--- config.mk ---
export PLATFORM = sky130hd
export DESIGN_NAME = hve_ctrl
export DESIGN_NICKNAME = d
export VERILOG_FILES = /design/src/hve_pkg.sv /design/src/hve_ctrl.sv
export SDC_FILE = /design/constraint.sdc
export NUM_CORES = 1
export LEC_CHECK = 0
export ABC_AREA = 1
export BUFFER_PORTS_ARGS = -buffer_cell sky130_fd_sc_hd__clkbuf_2
export CORE_AREA = 2 2 39 41
export CTS_CLUSTER_DIAMETER = 80
export DETAILED_ROUTE_END_ITERATION = 6
export DIE_AREA = 0 0 41 43
export MAX_ROUTING_LAYER = met4
export PLACE_DENSITY = 0.79
export SYNTH_ARGS = -nofsm -noshare
export SYNTH_HDL_FRONTEND = slang
export SYNTH_SLANG_ARGS = --single-unit
--- constraint.sdc ---
create_clock -name clk -period 3.8 [get_ports clk]
set_clock_uncertainty 0.2 [all_clocks]
set_input_delay 0.19 -clock clk [delete_from_list [all_inputs] [get_ports clk]]
set_output_delay 0.19 -clock clk [all_outputs]
set_load 0.01 [all_outputs]
--- src/hve_pkg.sv ---
// Shared types, constants and rounding and saturation helpers for the height and velocity estimator.
// Used by hve_cfg, hve_ctrl, hve_dp, height_velocity_estimator and tb_top; depends on nothing.
`default_nettype none

package hve_pkg;

    localparam int FRAC_W = 16;
    localparam int ACC_W  = 58;
    localparam int RND_W  = ACC_W - FRAC_W;
    localparam int SUM_W  = 43;
    localparam int HALF   = 32768;

    localparam logic [25:0] GRAVITY_Q16 = 26'd642908;
    localparam logic [16:0] ONE_Q16     = 17'h10000;

    typedef enum logic [2:0] {
        REG_RANGE_ALPHA    = 3'd0,
        REG_BARO_ALPHA     = 3'd1,
        REG_VELOCITY_GAIN  = 3'd2,
        REG_ACCEL_DEADBAND = 3'd3,
        REG_VELOCITY_LEAK  = 3'd4,
        REG_AGE_LIMIT      = 3'd5
    } reg_index_t;

    typedef struct packed {
        logic [16:0] range_alpha;
        logic [16:0] baro_alpha;
        logic [24:0] velocity_gain;
        logic [20:0] accel_deadband;
        logic [16:0] velocity_leak;
        logic [15:0] age_limit;
    } cfg_t;

    typedef enum logic [4:0] {
        ST_IDLE,
        ST_ACC_M1,
        ST_ACC_R1,
        ST_ACC_M2,
        ST_ACC_R2,
        ST_ACC_ADD,
        ST_ACC_M3,
        ST_ACC_R3,
        ST_HGT_M1,
        ST_HGT_R1,
        ST_HGT_M2,
        ST_HGT_R2,
        ST_HGT_BARO,
        ST_HGT_B2,
        ST_HGT_BR,
        ST_HGT_EST,
        ST_OUT
    } state_t;

    typedef enum logic [2:0] {
        MA_DEAD,
        MA_TMP,
        MA_VEL,
        MA_EST,
        MA_X
    } mul_a_t;

    typedef enum logic [2:0] {
        MB_STEP,
        MB_GRAV,
        MB_LEAK,
        MB_GAIN,
        MB_ALPHA,
        MB_ALPHA_INV
    } mul_b_t;

    typedef enum logic [2:0] {
        WB_NONE,
        WB_TMP,
        WB_VEL_ADD,
        WB_VEL_RND,
        WB_BASE_RND,
        WB_BASE_BARO,
        WB_EST
    } wb_t;

    typedef struct packed {
        logic   capture;
        logic   mul_en;
        logic   mul_acc;
        mul_a_t mul_a;
        mul_b_t mul_b;
        wb_t    wb;
        logic   out_load;
    } cmd_t;

    typedef struct packed {
        logic skip;
        logic baro_direct;
        logic range_mode;
        logic out_free;
    } status_t;

    // round to nearest, halves away from zero
    function automatic logic signed [RND_W-1:0] rnd16(input logic signed [ACC_W-1:0] p);
        logic signed [ACC_W-1:0] biased;
        biased = p + (p[ACC_W-1] ? ACC_W'(HALF - 1) : ACC_W'(HALF));
        return RND_W'(biased >>> FRAC_W);
    endfunction

    function automatic logic signed [31:0] sat32(input logic signed [SUM_W-1:0] v);
        logic signed [31:0] r;
        if (&v[SUM_W-1:31] || ~|v[SUM_W-1:31])
        begin
            r = v[31:0];
        end
        else if (v[SUM_W-1])
        begin
            r = {1'b1, 31'b0};
        end
        else
        begin
            r = {1'b0, {31{1'b1}}};
        end
        return r;
    endfunction

endpackage

`default_nettype wire

--- src/hve_ctrl.sv ---
// Sequencer of the height and velocity estimator: steps the shared multiplier datapath.
// Depends on hve_pkg for state_t, cmd_t and status_t.
`default_nettype none

module hve_ctrl (
    input  logic              clk,
    input  logic              rst_n,
    input  logic              in_valid,
    output logic              in_ready,
    input  logic              kind,
    input  hve_pkg::status_t  status,
    output hve_pkg::cmd_t     cmd
);

    hve_pkg::state_t state_reg;
    hve_pkg::state_t state_next;

    always_ff @(posedge clk or negedge rst_n)
    begin
        if (!rst_n)
        begin
            state_reg <= hve_pkg::ST_IDLE;
        end
        else
        begin
            state_reg <= state_next;
        end
    end

    always_comb
    begin
        state_next = state_reg;
        case (state_reg)
            hve_pkg::ST_IDLE:
            begin
                if (in_valid)
                begin
                    state_next = kind ? hve_pkg::ST_HGT_M1 : hve_pkg::ST_ACC_M1;
                end
            end
            hve_pkg::ST_ACC_M1:   state_next = hve_pkg::ST_ACC_R1;
            hve_pkg::ST_ACC_R1:   state_next = hve_pkg::ST_ACC_M2;
            hve_pkg::ST_ACC_M2:   state_next = hve_pkg::ST_ACC_R2;
            hve_pkg::ST_ACC_R2:   state_next = hve_pkg::ST_ACC_ADD;
            hve_pkg::ST_ACC_ADD:  state_next = hve_pkg::ST_ACC_M3;
            hve_pkg::ST_ACC_M3:   state_next = hve_pkg::ST_ACC_R3;
            hve_pkg::ST_ACC_R3:   state_next = hve_pkg::ST_IDLE;
            hve_pkg::ST_HGT_M1:
            begin
                state_next = status.skip ? hve_pkg::ST_OUT : hve_pkg::ST_HGT_R1;
            end
            hve_pkg::ST_HGT_R1:   state_next = hve_pkg::ST_HGT_M2;
            hve_pkg::ST_HGT_M2:   state_next = hve_pkg::ST_HGT_R2;
            hve_pkg::ST_HGT_R2:
            begin
                state_next = status.baro_direct ? hve_pkg::ST_HGT_BARO : hve_pkg::ST_HGT_B2;
            end
            hve_pkg::ST_HGT_BARO: state_next = hve_pkg::ST_HGT_EST;
            hve_pkg::ST_HGT_B2:   state_next = hve_pkg::ST_HGT_BR;
            hve_pkg::ST_HGT_BR:   state_next = hve_pkg::ST_HGT_EST;
            hve_pkg::ST_HGT_EST:  state_next = hve_pkg::ST_OUT;
            hve_pkg::ST_OUT:
            begin
                if (status.out_free)
                begin
                    state_next = hve_pkg::ST_IDLE;
                end
            end
            default:              state_next = hve_pkg::ST_IDLE;
        endcase
    end

    always_comb
    begin
        in_ready     = 1'b0;
        cmd.capture  = 1'b0;
        cmd.mul_en   = 1'b0;
        cmd.mul_acc  = 1'b0;
        cmd.mul_a    = hve_pkg::MA_VEL;
        cmd.mul_b    = hve_pkg::MB_STEP;
        cmd.wb       = hve_pkg::WB_NONE;
        cmd.out_load = 1'b0;
        case (state_reg)
            hve_pkg::ST_IDLE:
            begin
                in_ready    = 1'b1;
                cmd.capture = in_valid;
            end
            hve_pkg::ST_ACC_M1:
            begin
                cmd.mul_en = 1'b1;
                cmd.mul_a  = hve_pkg::MA_DEAD;
                cmd.mul_b  = hve_pkg::MB_STEP;
            end
            hve_pkg::ST_ACC_R1:   cmd.wb = hve_pkg::WB_TMP;
            hve_pkg::ST_ACC_M2:
            begin
                cmd.mul_en = 1'b1;
                cmd.mul_a  = hve_pkg::MA_TMP;
                cmd.mul_b  = hve_pkg::MB_GRAV;
            end
            hve_pkg::ST_ACC_R2:   cmd.wb = hve_pkg::WB_TMP;
            hve_pkg::ST_ACC_ADD:  cmd.wb = hve_pkg::WB_VEL_ADD;
            hve_pkg::ST_ACC_M3:
            begin
                cmd.mul_en = 1'b1;
                cmd.mul_a  = hve_pkg::MA_VEL;
                cmd.mul_b  = hve_pkg::MB_LEAK;
            end
            hve_pkg::ST_ACC_R3:   cmd.wb = hve_pkg::WB_VEL_RND;
            hve_pkg::ST_HGT_M1:
            begin
                cmd.mul_en = 1'b1;
                cmd.mul_a  = hve_pkg::MA_VEL;
                cmd.mul_b  = hve_pkg::MB_STEP;
            end
            hve_pkg::ST_HGT_R1:   cmd.wb = hve_pkg::WB_TMP;
            hve_pkg::ST_HGT_M2:
            begin
                cmd.mul_en = 1'b1;
                cmd.mul_a  = hve_pkg::MA_TMP;
                cmd.mul_b  = hve_pkg::MB_GAIN;
            end
            hve_pkg::ST_HGT_R2:
            begin
                cmd.wb     = hve_pkg::WB_TMP;
                cmd.mul_en = 1'b1;
                cmd.mul_a  = hve_pkg::MA_EST;
                cmd.mul_b  = hve_pkg::MB_ALPHA;
            end
            hve_pkg::ST_HGT_BARO: cmd.wb = hve_pkg::WB_BASE_BARO;
            hve_pkg::ST_HGT_B2:
            begin
                cmd.mul_en  = 1'b1;
                cmd.mul_acc = 1'b1;
                cmd.mul_a   = hve_pkg::MA_X;
                cmd.mul_b   = hve_pkg::MB_ALPHA_INV;
            end
            hve_pkg::ST_HGT_BR:   cmd.wb = hve_pkg::WB_BASE_RND;
            hve_pkg::ST_HGT_EST:  cmd.wb = hve_pkg::WB_EST;
            hve_pkg::ST_OUT:      cmd.out_load = status.out_free;
            default:
            begin
            end
        endcase
    end

endmodule

`default_nettype wire

==> flow_metrics.tcl <==
set metrics [dict create \
    crit_family "flip-flops" \
    path_buf_inv 3 \
    drv_cap 0 \
    critical_path_class "flop to primary output" \
    synth_fp_nets 96 \
    syn_avg_cell_area_sq_um 6.03 \
    vias_per_cell 5.13 \
    multiInputGateArea_sq_um 334 \
    cts_root_buffer "clkbuf_4" \
    drive_above_1_share_pct 34.5 \
    place.gp.congestion 0.863 \
    route.detailed.drc 0 \
    hold_violations 0 \
    drt_iter0_markers 28 \
    antenna_left 0 \
    path_common_cell "nor2_4" \
    grt_antenna_before_repair 0 \
    dr.pass1.iters 4 \
    power_density_nw_per_um2 852 \
    vias 662 \
    clk-insertion-delay-late_ns 0.24 \
    die_h_um 43 \
    wl_per_cell_um 10.2 \
    critPathSlowestCell "dfrtp_1" \
    syn-instance-count 88 \
    post-route-period-util_pct 52.1 \
    worst_ep_arrival_time_ns 1.59 \
    period_minus_slack_ns 1.98 \
    finalWirelength_um 1310 \
    n_antenna_cell 0 \
    die_x_um 41 \
    synth_top_family_by_area "simple AND/OR/NAND/NOR gates" \
    synth_most_common_cell "nand2_1" \
    setup_tns_ns 0 \
    hold_class "input pin to flop" \
    finalMaxSlewViolations 0 \
    finalPower_mw 0.585 \
    synth_compound_area_share_pct 11.3 \
    cp.required_ns 3.41 \
    fin_nets 122 \
    grt_usage_pct 19.1 \
    dieArea_sq_um 1760 \
    ys.flop_type "dfrtp_1" \
    yosys.area.top_type_share_pct 23.6 \
    overflow 0 \
    ys_top_cells_by_area "dfrtp_1 24%, nand2_1 13%, inv_1 11%" \
    numCtsBuffers 3 \
    crit_fanout 6 \
    status "finished clean" \
    ys_seq_area_share_pct 23.6 \
    clk_pin_slew_ns 0.04 \
    synth_edf_count 0 \
    core_area_sq_um 1380 \
    slew_headroom_pct 81.7 \
    clock-sinks 5 \
    max_slew.worst_pin.slew_ns 0.274 \
    crit_chain "inv_2 -> nor2_2 -> inv_1 -> nor2_4 -> nor2_4 -> o21ai_2 -> o21ai_0 -> clkbuf_2" \
    synth_commonest_cells "19 x nand2_1, 16 x inv_1, 11 x nor2_1" \
    h-tree-depth 1 \
    max_freq_ghz 0.505 \
    largest_reg_flops 5 \
    rsz0062_at_grt "false" \
    async_flop_share_pct 100 \
    grt_pass1_vias 545 \
    post_cts_buffers 0 \
    finalSetupViolations 0 \
    pin_count 22 \
    dp_hpwl_um 1090 \
    endpoint_kind "primary output" \
    synthDistinctLibCells 17 \
    start_util_pct 38.3 \
    synthSimpleGateAreaFrac_pct 51.7 \
    synth_mux_area_share_pct 0 \
    ys_ff_latch 5 \
    start_kind "flop" \
    cts_tree "done" \
    clk_path_buf_depth 2 \
    max_stage_delay_ns 0.46 \
    peakVddDrop_mv 0.467 \
    grt_max_degree 9 \
    ys_warn_count 0 \
    syn2layout_area_growth_pct 29.5 \
    ff_latch_area_sq_um 125 \
    synthesis.area_sq_um 531 \
    p_leak_nw 0.409 \
    synth-xor-area-share_pct 0 \
    cts_resized 0 \
    grt_pass1_wl_um 2180 \
    port_buffers 20 \
    n_fill_cell 159 \
    yosysTopAreaCell "dfrtp_1" \
    synth-adder-area-share_pct 0 \
    core.rowCount 14 \
]
[worst paths after layout]
path	cells after the start	endpoint	from	slack (ns)
hold / removal	3	state_reg[4]	status[3]	0.04
max in group asynchronous	2	state_reg[4]	rst_n	3.17
setup / recovery	8	cmd[8]	state_reg[0]	1.82
min in group asynchronous	2	state_reg[1]	rst_n	0.09
hold reg to reg	3	state_reg[2]	state_reg[1]	0.50
setup reg to reg	6	state_reg[0]	state_reg[2]	2.13
[metrics by stage]
| step | hold WS [ns] | cells | area, sq um | util, % | setup WS (ns) |
|---|---|---|---|---|---|
| finish | 0.0422 | 129 | 687 | 49.6 | 1.82 |
| floorplan | -0.306 | 88 | 531 | - | 2.21 |
| global route | 0.0621 | 129 | 687 | 49.6 | 1.69 |
| detailed placement | -0.191 | 124 | 651 | 47.0 | 2.09 |
| CTS | 0.0430 | 129 | 687 | 49.6 | 1.82 |
| global placement | -0.194 | 124 | 651 | 47.0 | 2.12 |
[layout make-up]
class                   instances  area share, %
clock buffers                   4           3.83
inverters                      19           10.4
multi-input cells              64           48.6
flip-flops and latches          5           18.2
well taps                      16           2.91
repair buffers                 21           16.0
[cells by family (layout without fill, tap and decap cells)]
logic type             after synthesis  in the layout
AO/OA/AOI/OAI                       10             10
buffers and inverters               19             44
AND/OR/NAND/NOR                     54             54
flip-flops                           5              5
[placed cells by master, fill, tap and decap left out]
cell,netlist,layout
o21ai_0,2,2
dlygate4sd3_1,0,1
o211ai_1,1,1
nor2_2,6,6
dfrtp_1,5,5
nor2_4,3,3
nand2_2,2,2
a21oi_1,4,4
o21ai_1,1,1
o2111ai_1,1,1
nand4_1,6,6
nand3_1,6,6
clkbuf_2,0,20
clkbuf_4,0,3
o21ai_2,1,1
nor2_1,11,11
clkbuf_1,0,1
inv_1,16,16
nand2_1,19,19
nand3_2,1,1
inv_2,3,3
[worst reg2reg max path: cells and delay by family (launching register included)]
| kind | cells | cell delay, ns |
|---|---|---|
| flip-flops | 1 | 0.46 |
| AND/OR/NAND/NOR | 3 | 0.55 |
| buffers and inverters | 1 | 0.07 |
| AO/OA/AOI/OAI | 2 | 0.27 |
[layer usage]
metal,vias to the layer above,GRT usage (%),share of wire [%]
met3,4,7.85,9.3
met4,0,8.67,2.4
met2,33,27.2,45
li1,329,-,-
met5,-,-,0
met1,296,22.7,43
[where the power goes]
group          switching (mW)  total (mW)  internal (mW)
sequential             0.0457       0.123         0.0776
clock                  0.0213      0.0609         0.0397
combinational           0.258       0.401          0.143
total                   0.325       0.585          0.260
[repair_timing]
item                                   in CTS  in global routing
setup endpoints to repair                   0                  0
hold buffers                                1                  0
endpoints found under the hold margin       5                  0
(Power assumes the default switching activity.)
