$ cat src/hve_pkg.sv
// Shared types, constants and rounding and saturation helpers for the height and velocity estimator.
// Used by hve_cfg, hve_ctrl, hve_dp, height_velocity_estimator and tb_top; depends on nothing.
`default_nettype none

package hve_pkg;

    localparam int FRAC_W = 16;
    localparam int ACC_W  = 58;
    localparam int RND_W  = ACC_W - FRAC_W;
    localparam int SUM_W  = 43;
    localparam int HALF   = 32768;

    localparam logic [25:0] GRAVITY_Q16 = 26'd642908;
    localparam logic [16:0] ONE_Q16     = 17'h10000;

    typedef enum logic [2:0] {
        REG_RANGE_ALPHA    = 3'd0,
        REG_BARO_ALPHA     = 3'd1,
        REG_VELOCITY_GAIN  = 3'd2,
        REG_ACCEL_DEADBAND = 3'd3,
        REG_VELOCITY_LEAK  = 3'd4,
        REG_AGE_LIMIT      = 3'd5
    } reg_index_t;

    typedef struct packed {
        logic [16:0] range_alpha;
        logic [16:0] baro_alpha;
        logic [24:0] velocity_gain;
        logic [20:0] accel_deadband;
        logic [16:0] velocity_leak;
        logic [15:0] age_limit;
    } cfg_t;

    typedef enum logic [4:0] {
        ST_IDLE,
        ST_ACC_M1,
        ST_ACC_R1,
        ST_ACC_M2,
        ST_ACC_R2,
        ST_ACC_ADD,
        ST_ACC_M3,
        ST_ACC_R3,
        ST_HGT_M1,
        ST_HGT_R1,
        ST_HGT_M2,
        ST_HGT_R2,
        ST_HGT_BARO,
        ST_HGT_B2,
        ST_HGT_BR,
        ST_HGT_EST,
        ST_OUT
    } state_t;

    typedef enum logic [2:0] {
        MA_DEAD,
        MA_TMP,
        MA_VEL,
        MA_EST,
        MA_X
    } mul_a_t;

    typedef enum logic [2:0] {
        MB_STEP,
        MB_GRAV,
        MB_LEAK,
        MB_GAIN,
        MB_ALPHA,
        MB_ALPHA_INV
    } mul_b_t;

    typedef enum logic [2:0] {
        WB_NONE,
        WB_TMP,
        WB_VEL_ADD,
        WB_VEL_RND,
        WB_BASE_RND,
        WB_BASE_BARO,
        WB_EST
    } wb_t;

    typedef struct packed {
        logic   capture;
        logic   mul_en;
        logic   mul_acc;
        mul_a_t mul_a;
        mul_b_t mul_b;
        wb_t    wb;
        logic   out_load;
    } cmd_t;

    typedef struct packed {
        logic skip;
        logic baro_direct;
        logic range_mode;
        logic out_free;
    } status_t;

    // round to nearest, halves away from zero
    function automatic logic signed [RND_W-1:0] rnd16(input logic signed [ACC_W-1:0] p);
        logic signed [ACC_W-1:0] biased;
        biased = p + (p[ACC_W-1] ? ACC_W'(HALF - 1) : ACC_W'(HALF));
        return RND_W'(biased >>> FRAC_W);
    endfunction

    function automatic logic signed [31:0] sat32(input logic signed [SUM_W-1:0] v);
        logic signed [31:0] r;
        if (&v[SUM_W-1:31] || ~|v[SUM_W-1:31])
        begin
            r = v[31:0];
        end
        else if (v[SUM_W-1])
        begin
            r = {1'b1, 31'b0};
        end
        else
        begin
            r = {1'b0, {31{1'b1}}};
        end
        return r;
    endfunction

endpackage

`default_nettype wire

$ cat src/hve_cfg.sv
// Configuration register bank of the height and velocity estimator.
// Depends on hve_pkg for the register index codes and the cfg_t bundle.
`default_nettype none

module hve_cfg (
    input  logic           clk,
    input  logic           rst_n,
    input  logic           cfg_valid,
    output logic           cfg_ready,
    input  logic [2:0]     cfg_index,
    input  logic [24:0]    cfg_data,
    output hve_pkg::cfg_t  cfg
);

    logic [16:0] range_alpha_reg;
    logic [16:0] baro_alpha_reg;
    logic [24:0] velocity_gain_reg;
    logic [20:0] accel_deadband_reg;
    logic [16:0] velocity_leak_reg;
    logic [15:0] age_limit_reg;

    assign cfg_ready = 1'b1;

    always_ff @(posedge clk or negedge rst_n)
    begin
        if (!rst_n)
        begin
            range_alpha_reg    <= 17'd0;
            baro_alpha_reg     <= 17'd65339;
            velocity_gain_reg  <= 25'd65536;
            accel_deadband_reg <= 21'd2621;
            velocity_leak_reg  <= 17'd65208;
            age_limit_reg      <= 16'd50;
        end
        else if (cfg_valid && cfg_ready)
        begin
            case (hve_pkg::reg_index_t'(cfg_index))
                hve_pkg::REG_RANGE_ALPHA:    range_alpha_reg    <= cfg_data[16:0];
                hve_pkg::REG_BARO_ALPHA:     baro_alpha_reg     <= cfg_data[16:0];
                hve_pkg::REG_VELOCITY_GAIN:  velocity_gain_reg  <= cfg_data;
                hve_pkg::REG_ACCEL_DEADBAND: accel_deadband_reg <= cfg_data[20:0];
                hve_pkg::REG_VELOCITY_LEAK:  velocity_leak_reg  <= cfg_data[16:0];
                hve_pkg::REG_AGE_LIMIT:      age_limit_reg      <= cfg_data[15:0];
                default:
                begin
                end
            endcase
        end
    end

    // clamp weights and leak to one
    always_comb
    begin
        cfg.range_alpha    = (range_alpha_reg > hve_pkg::ONE_Q16) ? hve_pkg::ONE_Q16
                                                                  : range_alpha_reg;
        cfg.baro_alpha     = (baro_alpha_reg > hve_pkg::ONE_Q16) ? hve_pkg::ONE_Q16
                                                                 : baro_alpha_reg;
        cfg.velocity_leak  = (velocity_leak_reg > hve_pkg::ONE_Q16) ? hve_pkg::ONE_Q16
                                                                    : velocity_leak_reg;
        cfg.velocity_gain  = velocity_gain_reg;
        cfg.accel_deadband = accel_deadband_reg;
        cfg.age_limit      = age_limit_reg;
    end

endmodule

`default_nettype wire

$ cat config.mk
export PLATFORM = sky130hd
export DESIGN_NAME = hve_cfg
export DESIGN_NICKNAME = d
export VERILOG_FILES = /design/src/hve_pkg.sv /design/src/hve_cfg.sv
export SDC_FILE = /design/constraint.sdc
export NUM_CORES = 1
export LEC_CHECK = 0
export BUFFER_PORTS_ARGS = -buffer_cell sky130_fd_sc_hd__buf_2
export CAP_MARGIN = 25
export CORE_MARGIN = 8
export CORE_UTILIZATION = 50
export DETAILED_ROUTE_END_ITERATION = 12
export GPL_ROUTABILITY_DRIVEN = 0
export PLACE_DENSITY = 0.83
export SETUP_SLACK_MARGIN = 0.02
export SLEW_MARGIN = 20
export SYNTH_ARGS = -nofsm -noshare
export SYNTH_HDL_FRONTEND = slang
export SYNTH_SLANG_ARGS = --single-unit
$ cat constraint.sdc
create_clock -name clk -period 3 [get_ports clk]
set_input_delay 0.9 -clock clk [delete_from_list [all_inputs] [get_ports clk]]
set_output_delay 0.9 -clock clk [all_outputs]
set_load 0.02 [all_outputs]
==> results.cfg, run 1 <==
[cells_and_area]
n_antenna_cell = 0
largest_reg_flops = 25
fin_nets = 507
fin_cells = 618
layout-drive-gt1-share_pct = 70.3
fillers = 686
syn2layout_area_growth_pct = 33.3

[synthesis]
seq_area_frac_synth_pct = 59.9
synth_area_leaders = dfrtp_1 (41%), mux2_2 (23%), dfstp_2 (19%), nor2b_1 (6.3%), mux2_4 (2.5%)
yosys_warnings = 0
avgSynthCellArea_um2 = 15.1
synth_area_mm2 = 0.00479
netlist.area_leader.share_pct = 40.7
synth_area_leader_cell = dfrtp_1
syn-num-nets = 348
ys_ff_latch = 113
yosysUniqueCellTypes = 22
synthCells = 317

[pwr]
leakage_uw = 0.00296
pwr-share-seq_pct = 38.1
report.power.total_uw = 5730
p_sw_uw = 1740
combPwrFrac_pct = 25.5
p_sw_share_pct = 30.4
ir_worst_vdd_v = 0.000509
pwr-share-clk_pct = 36.3
powerDensity_mw_per_mm2 = 897
p_int_uw = 3990

[cts]
clkTransAtPathRegs_ns = 0.06
htreeDepth = 4
clockBufferDepth = 2
clockRootBuffer = clkbuf_8
worstSkewPairLatency_ns = 0.50
cts_made_buffers = 17
clock_sinks = 113
cts_tree = yes
hold_buffers = 0

[global_route]
grt_max_degree = 53
track_usage_pct = 18.7
grt_overflow_total = 0
first_global_vias = 3478
antenna_found_initial = 0
grt_first_pass_wirelength_um = 18600

[sta]
tns_ns = 0
finClkSkew_ns = 0
slew_headroom_pct = 54.1
setup_viol = 0
drv_slew = 0
finalHoldViolCount = 0
holdWs_ns = 0.359
setup_slack_ns = 0.0951
rsz0062_at_grt = yes
max_freq_mhz = 344
fin_crit_ns = 2.90
worst_slew_pin_slew_ns = 0.686
post-route-period-util_pct = 96.8

[drt]
post_drt_wl_per_cell_um = 19.2
antenna_left = 0
viasPerCell = 5.13
vias = 3170
drtIter0Drc = 109
drt_wl_total_um = 11800
drt_first_pass_iters = 4
drc = 0

[worst_setup_path]
cp-start-kind = register
r2r-start = velocity_leak_reg[16]$_DFFE_PN0P_
r2r_cells = 1
path_class = register to primary output
rrSetupSlack_ns = 2.10
r2r-end = velocity_leak_reg[16]$_DFFE_PN0P_
crit_required_ns = 2.10
crit_arrival_ns = 2.00
worstPathMaxFanout = 9
endpoint_kind = primary output

[floorplanning]
die_h_um = 114
start_util_pct = 51.6
ios = 145
dieArea_mm2 = 0.0130
coreArea_mm2 = 0.00928
die_w_um = 114
num_rows = 35

[status]
status = complete, no violations

[job]
maxCapViolations = 0

[placed_design]
io_buffers = 143
dpl.hpwl_um = 8760
dp.cells = 583
post-place-ws_ns = 0.381

[hold_path]
hp-class = primary input to async pin
## how the worst max path moves through the flow
stage                                          startpoint        to  depth (start not counted)
after floorplan            range_alpha_reg[3]$_DFFE_PN0P_  cfg[101]                          3
after global placement    range_alpha_reg[11]$_DFFE_PN0P_  cfg[108]                          4
after detailed placement  range_alpha_reg[11]$_DFFE_PN0P_  cfg[106]                          4
after CTS                  baro_alpha_reg[11]$_DFFE_PN1P_   cfg[93]                          5
after global routing       baro_alpha_reg[11]$_DFFE_PN1P_   cfg[89]                          5
final                      baro_alpha_reg[11]$_DFFE_PN1P_   cfg[93]                          5
## per-layer routing
metal  track usage, %  up-vias  share of wire (%)
li1                 -     1440                  -
met1             22.1     1613                 43
met2             30.1      110                 49
met3             8.82        7                8.3
met4             4.79        0               0.53
met5                0        -                  0
## per-stage QoR
stage | utilization (%) | area [um^2]
6_report | 68.8 | 6390
5_1_grt | 68.8 | 6390
4_1_cts | 68.2 | 6330
3_5_place_dp | 60.9 | 5650
3_3_place_gp | 60.9 | 5650
2_1_floorplan | - | 4790
## cells in the final DEF (no fill, tap or decap), types with 2 or more instances in the layout
| cell type | netlist | final |
|---|---|---|
| nor4_2 | 0 | 7 |
| nor2b_1 | 48 | 48 |
| dfrtp_1 | 78 | 78 |
| clkinvlp_4 | 0 | 2 |
| buf_2 | 4 | 142 |
| mux2_1 | 4 | 4 |
| o21ai_0 | 2 | 2 |
| clkinv_2 | 0 | 4 |
| nor4_1 | 12 | 3 |
| bufinv_16 | 0 | 4 |
| clkbuf_16 | 0 | 16 |
| inv_1 | 3 | 3 |
| clkbuf_8 | 0 | 5 |
| dfstp_2 | 35 | 35 |
| mux2_4 | 8 | 8 |
| nor4_4 | 0 | 2 |
| nand2_1 | 3 | 3 |
| mux2_2 | 99 | 99 |
| a41oi_2 | 0 | 2 |
| buf_4 | 1 | 12 |
## power groups by stage
stage / Clock (uW) / Combinational, uW / Sequential (uW)
after global routing: 2190 / 1570 / 2230
after CTS: 2120 / 1480 / 2160
after detailed placement: 0 / 1460 / 2180
final: 2080 / 1460 / 2190
after global placement: 0 / 1430 / 2150
after floorplan: 0 / 691 / 2360
## cell usage after synthesis
master and n:
buf_2 4, mux2_2 99, buf_4 1, dfrtp_1 78
nor3_4 1, nor2b_1 48, nor4bb_1 1, clkbuf_1 3
nand4b_2 1, a41oi_1 3, inv_1 3, mux2_4 8
nor4b_4 1, nand4b_1 1, dfstp_2 35, nand2_1 3
conb_1 1, o21ai_0 2, nor4_1 12, and4bb_2 1
mux2_1 4, buf_6 7
## cell type report
type	count	area, um^2	area share [%]
Sequential cell	113	2870	44.9
Multi-Input combinational cell	186	1900	29.7
Timing Repair Buffer	155	821	12.8
Clock buffer	22	473	7.40
Tap cell	129	161	2.53
Clock inverter	10	155	2.43
Inverter	3	11.3	0.176
## kinds of logic (layout without fill, tap and decap cells)
group	Yosys count	after routing	synth area share, %
multiplexers	111	111	26.7
AO/OA/AOI/OAI	5	5	0.757
other	1	1	0.0782
AND/OR/NAND/NOR	69	69	9.87
flip-flops	113	113	59.9
buffers and inverters	18	190	2.69
## worst max-delay path, cell delays in order (launching register included)
cell     delay (ns)
dfstp_2        0.38
nor4_2         0.36
a41oi_1        0.23
buf_4          0.22
nor2b_1        0.14
buf_2          0.19
## repair_timing
item / 4_1_cts / 5_1_grt
setup endpoints to repair: 20 / 26
cloned: 0 / 0
gates resized for setup: 5 / 8
buffers inserted: 3 / 0
pin swaps: 2 / 0
No activity file was read; power rests on OpenSTA's default activity.
==> run 2, diff against run 1 <==
--- a/config.mk
+++ b/config.mk
@@ -5,13 +5,14 @@
 export SDC_FILE = /design/constraint.sdc
 export NUM_CORES = 1
 export LEC_CHECK = 0
+export ABC_AREA = 1
 export BUFFER_PORTS_ARGS = -buffer_cell sky130_fd_sc_hd__buf_2
 export CAP_MARGIN = 25
 export CORE_MARGIN = 8
 export CORE_UTILIZATION = 50
 export DETAILED_ROUTE_END_ITERATION = 12
 export GPL_ROUTABILITY_DRIVEN = 0
-export PLACE_DENSITY = 0.83
+export PLACE_DENSITY = 0.82
 export SETUP_SLACK_MARGIN = 0.02
 export SLEW_MARGIN = 20
 export SYNTH_ARGS = -nofsm -noshare
==> results.cfg, run 2 <==
[floorplanning]
ios = 145
coreArea_mm2 = 0.00982
num_rows = 36
dieArea_mm2 = 0.0136
start_util_pct = 51.6
die_h_um = 117
die_w_um = 117

[cts]
clock_sinks = 113
worstSkewPairLatency_ns = 0.51
cts_made_buffers = 17
cts_tree = yes
cts_setup_buffers = 0
cts_resized = 0
htreeDepth = 4
clockRootBuffer = clkbuf_8
clockBufferDepth = 2
clkTransAtPathRegs_ns = 0.06
hold_buffers = 0

[sta]
slew_headroom_pct = 50.8
drv_slew = 0
max_freq_mhz = 360
fin_crit_ns = 2.78
post-route-period-util_pct = 92.6
setup_viol = 0
finalHoldViolCount = 0
finClkSkew_ns = 0
tns_ns = 0
worst_slew_pin_slew_ns = 0.735
rsz0062_at_grt = no

[global_route]
track_usage_pct = 20.7
grt_first_pass_wirelength_um = 21200
first_global_vias = 4129
grt_overflow_total = 0
antenna_found_initial = 0
grt_max_degree = 54

[synthesis]
synth_area_leaders = dfrtp_1 (39%), dfstp_2 (18%), nand2_1 (9.3%), o21ai_2 (7.3%), inv_1 (5.6%)
ys_ff_latch = 113
yosysMostFrequentCell = nand2_1
async_flop_share_pct = 100
syn-num-nets = 584
netlist.area_leader.share_pct = 38.6
synth_common_cells = nand2_1 (126), dfrtp_1 (78), inv_1 (75), a21oi_1 (48), o21ai_2 (42)
yosys_warnings = 0
synth_ff_type = dfrtp_1
yosysUniqueCellTypes = 22
synth-edff-count = 0
synthCells = 553
synth_area_mm2 = 0.00506
avgSynthCellArea_um2 = 9.15
seq_area_frac_synth_pct = 56.7
synth_area_leader_cell = dfrtp_1

[cells_and_area]
layout-drive-gt1-share_pct = 38.4
syn2layout_area_growth_pct = 25.8
fin_nets = 716
layout_common_cells = buf_2 (142), nand2_1 (126), dfrtp_1 (78)
largest_reg_flops = 25
fin_cells = 831
n_antenna_cell = 0
fillers = 823
final_area_mm2 = 0.00637
mostFrequentLayoutCell = buf_2

[worst_setup_path]
crit_slowest_cell = dfrtp_1
crit_required_ns = 2.10
cp_top_family = simple AND/OR/NAND/NOR gates
crit_top_cell = nor2_1
cp.buffers_inverters = 1
critical_path_depth = 6
crit_chain = nor2_1, nand2_1, nor2_1, nand2_2, a21oi_1, buf_2
crit_arrival_ns = 1.88
path_class = register to primary output
rrSetupSlack_ns = 1.98
endpoint_kind = primary output
r2r-start = baro_alpha_reg[16]$_DFFE_PN0P_
r2r_cells = 2
worstPathMaxFanout = 16
slowest_delay_ns = 0.42
r2r-end = baro_alpha_reg[16]$_DFFE_PN0P_
cp-start-kind = register

[drt]
drt_first_pass_iters = 5
antenna_left = 0
drt_wl_total_um = 13500
post_drt_wl_per_cell_um = 16.2
drc = 0
drtIter0Drc = 211
vias = 4177
viasPerCell = 5.03

[hold_path]
hp-class = primary input to async pin

[placed_design]
dp.cells = 799
io_buffers = 143
dpl.hpwl_um = 9500
post_dp_cell_area_mm2 = 0.00574

[pwr]
leakage_uw = 0.00333
ir_worst_vdd_v = 0.000553
powerDensity_mw_per_mm2 = 870

[status]
status = complete, no violations

[job]
maxCapViolations = 0
[run 2: cell count changes in the layout (fill, tap and decap cells not counted), moves of 38 or more]
cell     before  now
nor2b_1      48    0
mux2_2       99    0
o21ai_2       0   42
nand2_1       3  126
o21ai_1       0   38
inv_1         3   75
a21oi_1       0   48
[run 2: per-stage QoR]
stage	hold WS (ns)	setup WS [ns]	utilization, %	total power [uW]
floorplan	0.459	0.851	-	2940
global placement	0.462	0.756	58.4	3380
detailed placement	0.465	0.685	58.4	3430
CTS	0.299	0.199	64.8	5580
global route	0.325	0.0925	64.8	5800
finish	0.306	0.223	64.8	5540
[run 2: worst max path at each step]
stage / startpoint / endpoint / slack (ns)
6_report: velocity_leak_reg[6]$_DFFE_PN0P_ / cfg[23] / 0.22
5_1_grt: baro_alpha_reg[2]$_DFFE_PN0P_ / cfg[91] / 0.09
4_1_cts: velocity_leak_reg[8]$_DFFE_PN0P_ / cfg[18] / 0.20
3_5_place_dp: cfg_valid / velocity_gain_reg[6]$_DFFE_PN0P_ / 0.68
3_3_place_gp: cfg_valid / velocity_gain_reg[2]$_DFFE_PN0P_ / 0.76
2_1_floorplan: range_alpha_reg[10]$_DFFE_PN0P_ / cfg[102] / 0.85
[run 2: routing by layer]
metal  global-route usage, %  vias to the layer above  wire length [um]
met3                    6.51                       21              1080
met2                    34.1                      133              6670
met4                    8.02                        0               221
li1                        -                     2020                 -
met5                       0                        -                 0
met1                    24.9                     2003              5530
[run 2: where the power goes]
group / switching, uW / total (uW) / leakage [uW] / internal, uW
sequential: 235 / 2110 / 0.00135 / 1880
clock: 708 / 2130 / 0.000297 / 1420
combinational: 854 / 1300 / 0.00169 / 442
total: 1800 / 5540 / 0.00333 / 3740
[run 2: logic make-up after synthesis]
family          share of synthesized area (%)
buf+inv                                  10.9
compound gates                           19.0
other cells                            0.0741
flops                                    56.7
simple gates                             13.3
[run 2: final cells by class]
type	instances	area, um^2	share of cell area (%)
sequential	113	2870	45.1
multi-input combinational	330	1640	25.8
timing repair buffer	147	773	12.1
clock buffer	17	414	6.50
inverter	76	285	4.48
clock inverter	15	216	3.40
tap	133	166	2.61
==> run 3, diff against run 2 <==
--- a/config.mk
+++ b/config.mk
@@ -8,11 +8,10 @@
 export ABC_AREA = 1
 export BUFFER_PORTS_ARGS = -buffer_cell sky130_fd_sc_hd__buf_2
 export CAP_MARGIN = 25
-export CORE_MARGIN = 8
-export CORE_UTILIZATION = 50
+export CORE_UTILIZATION = 56
 export DETAILED_ROUTE_END_ITERATION = 12
 export GPL_ROUTABILITY_DRIVEN = 0
-export PLACE_DENSITY = 0.82
+export PLACE_DENSITY = 0.9
 export SETUP_SLACK_MARGIN = 0.02
 export SLEW_MARGIN = 20
 export SYNTH_ARGS = -nofsm -noshare
==> results.cfg, run 3 (synthesized netlist as in run 2, its figures left out) <==
[sta]
rsz0062_at_grt = no
worst_slew_pin_slew_ns = 0.759
drv_slew = 0
finalHoldViolCount = 0
fin_crit_ns = 2.80
setup_slack_ns = 0.202
tns_ns = 0
slew_headroom_pct = 49.2
setup_viol = 0
max_freq_mhz = 357
finClkSkew_ns = 0
post-route-period-util_pct = 93.3

[worst_setup_path]
cp_top_family = simple AND/OR/NAND/NOR gates
crit_required_ns = 2.10
critical_path_depth = 6
crit_arrival_ns = 1.90
crit_top_cell = nor2_1
endpoint_kind = primary output
crit_chain = nor2_1, nand2_1, nor2_1, nand2_2, a21oi_1, buf_2
path_class = register to primary output
crit_slowest_cell = dfrtp_1
r2r_cells = 2
cp-start-kind = register
worstPathMaxFanout = 16
cp.buffers_inverters = 1
slowest_delay_ns = 0.40

[job]
maxCapViolations = 0

[global_route]
grt_max_degree = 53
grt_first_pass_wirelength_um = 20400
first_global_vias = 4070
track_usage_pct = 28.4
grt_overflow_total = 0
antenna_found_initial = 0

[drt]
vias = 4188
post_drt_wl_per_cell_um = 15.8
antenna_left = 0
drtIter0Drc = 228
viasPerCell = 5.20
drt_wl_total_um = 12700
drc = 0
drt_first_pass_iters = 5

[cts]
clockBufferDepth = 2
hold_buffers = 0
clock_sinks = 113
htreeDepth = 4
cts_tree = yes
cts_made_buffers = 17
clkTransAtPathRegs_ns = 0.05
clockRootBuffer = clkbuf_8
cts_setup_buffers = 0
cts_resized = 0
worstSkewPairLatency_ns = 0.52

[pwr]
leakage_uw = 0.00333
p_sw_uw = 1750
pwr-share-clk_pct = 36.4
combPwrFrac_pct = 24.1
p_int_uw = 3610
powerDensity_mw_per_mm2 = 852
ir_worst_vdd_v = 0.000564
pwr-share-seq_pct = 39.4
p_sw_share_pct = 32.6

[floorplanning]
num_rows = 34
dieArea_mm2 = 0.00942
die_h_um = 97.1
coreArea_mm2 = 0.00872
die_w_um = 97.1
ios = 145
start_util_pct = 58.0

[cells_and_area]
mostFrequentLayoutCell = buf_2
fin_nets = 716
layout_common_cells = buf_2 (142), nand2_1 (126), dfrtp_1 (78)
n_antenna_cell = 0
layout-drive-gt1-share_pct = 38.0
syn2layout_area_growth_pct = 24.1
largest_reg_flops = 25

[placed_design]
io_buffers = 143
dpl.hpwl_um = 8380
post-place-ws_ns = 0.745

[hold_path]
hp-class = primary input to async pin

[status]
status = complete, no violations
-- run 3: worst paths after layout --
check	start	endpoint	slack, ns
max	velocity_leak_reg[6]$_DFFE_PN0P_	cfg[19]	0.20
max in group asynchronous	rst_n	velocity_gain_reg[16]$_DFFE_PN1P_	1.89
min in group clk	accel_deadband_reg[2]$_DFFE_PN1P_	accel_deadband_reg[2]$_DFFE_PN1P_	0.47
min reg2reg	accel_deadband_reg[2]$_DFFE_PN1P_	accel_deadband_reg[2]$_DFFE_PN1P_	0.47
min	rst_n	age_limit_reg[11]$_DFFE_PN0P_	0.37
max reg2reg	baro_alpha_reg[16]$_DFFE_PN0P_	baro_alpha_reg[16]$_DFFE_PN0P_	2.02
-- run 3: layer usage --
layer | track usage [%] | vias to the layer above | wire length (um)
li1 | - | 2009 | -
met1 | 35.2 | 1985 | 5100
met2 | 46.7 | 168 | 6370
met3 | 7.70 | 26 | 925
met4 | 12.4 | 0 | 304
met5 | 0 | - | 0
-- run 3: power by group through the flow --
stage | registers, uW | logic, uW | clock network (uW)
final | 2110 | 1290 | 1950
after CTS | 2110 | 1300 | 1950
after detailed placement | 2120 | 1290 | 0
after global routing | 2150 | 1410 | 2010
after floorplan | 2250 | 694 | 0
after global placement | 2110 | 1250 | 0
-- run 3: cell type report --
type,instances,area [um^2]
fillers,624,2440
well taps,108,135
clock inverters,6,80.1
multi-input cells,330,1640
repair buffers,147,773
flip-flops and latches,113,2870
inverters,76,285
clock buffers,26,498
-- run 3: worst reg2reg max path, cell delays in order (launching register included) --
cell and delay (ns):
dfrtp_1 0.66, nand2_1 0.15, o21ai_2 0.09
-- run 3: stage by stage --
step                      std cells  hold slack [ns]  util (%)  cell area, um^2  total power [uW]
after floorplan                 553            0.459         -             5060              2940
after global placement          774            0.459      65.4             5710              3350
after detailed placement        774            0.464      65.4             5710              3410
after CTS                       806            0.384      72.1             6280              5360
after global routing            806            0.404      72.1             6280              5580
final                           806            0.365      72.1             6280              5350
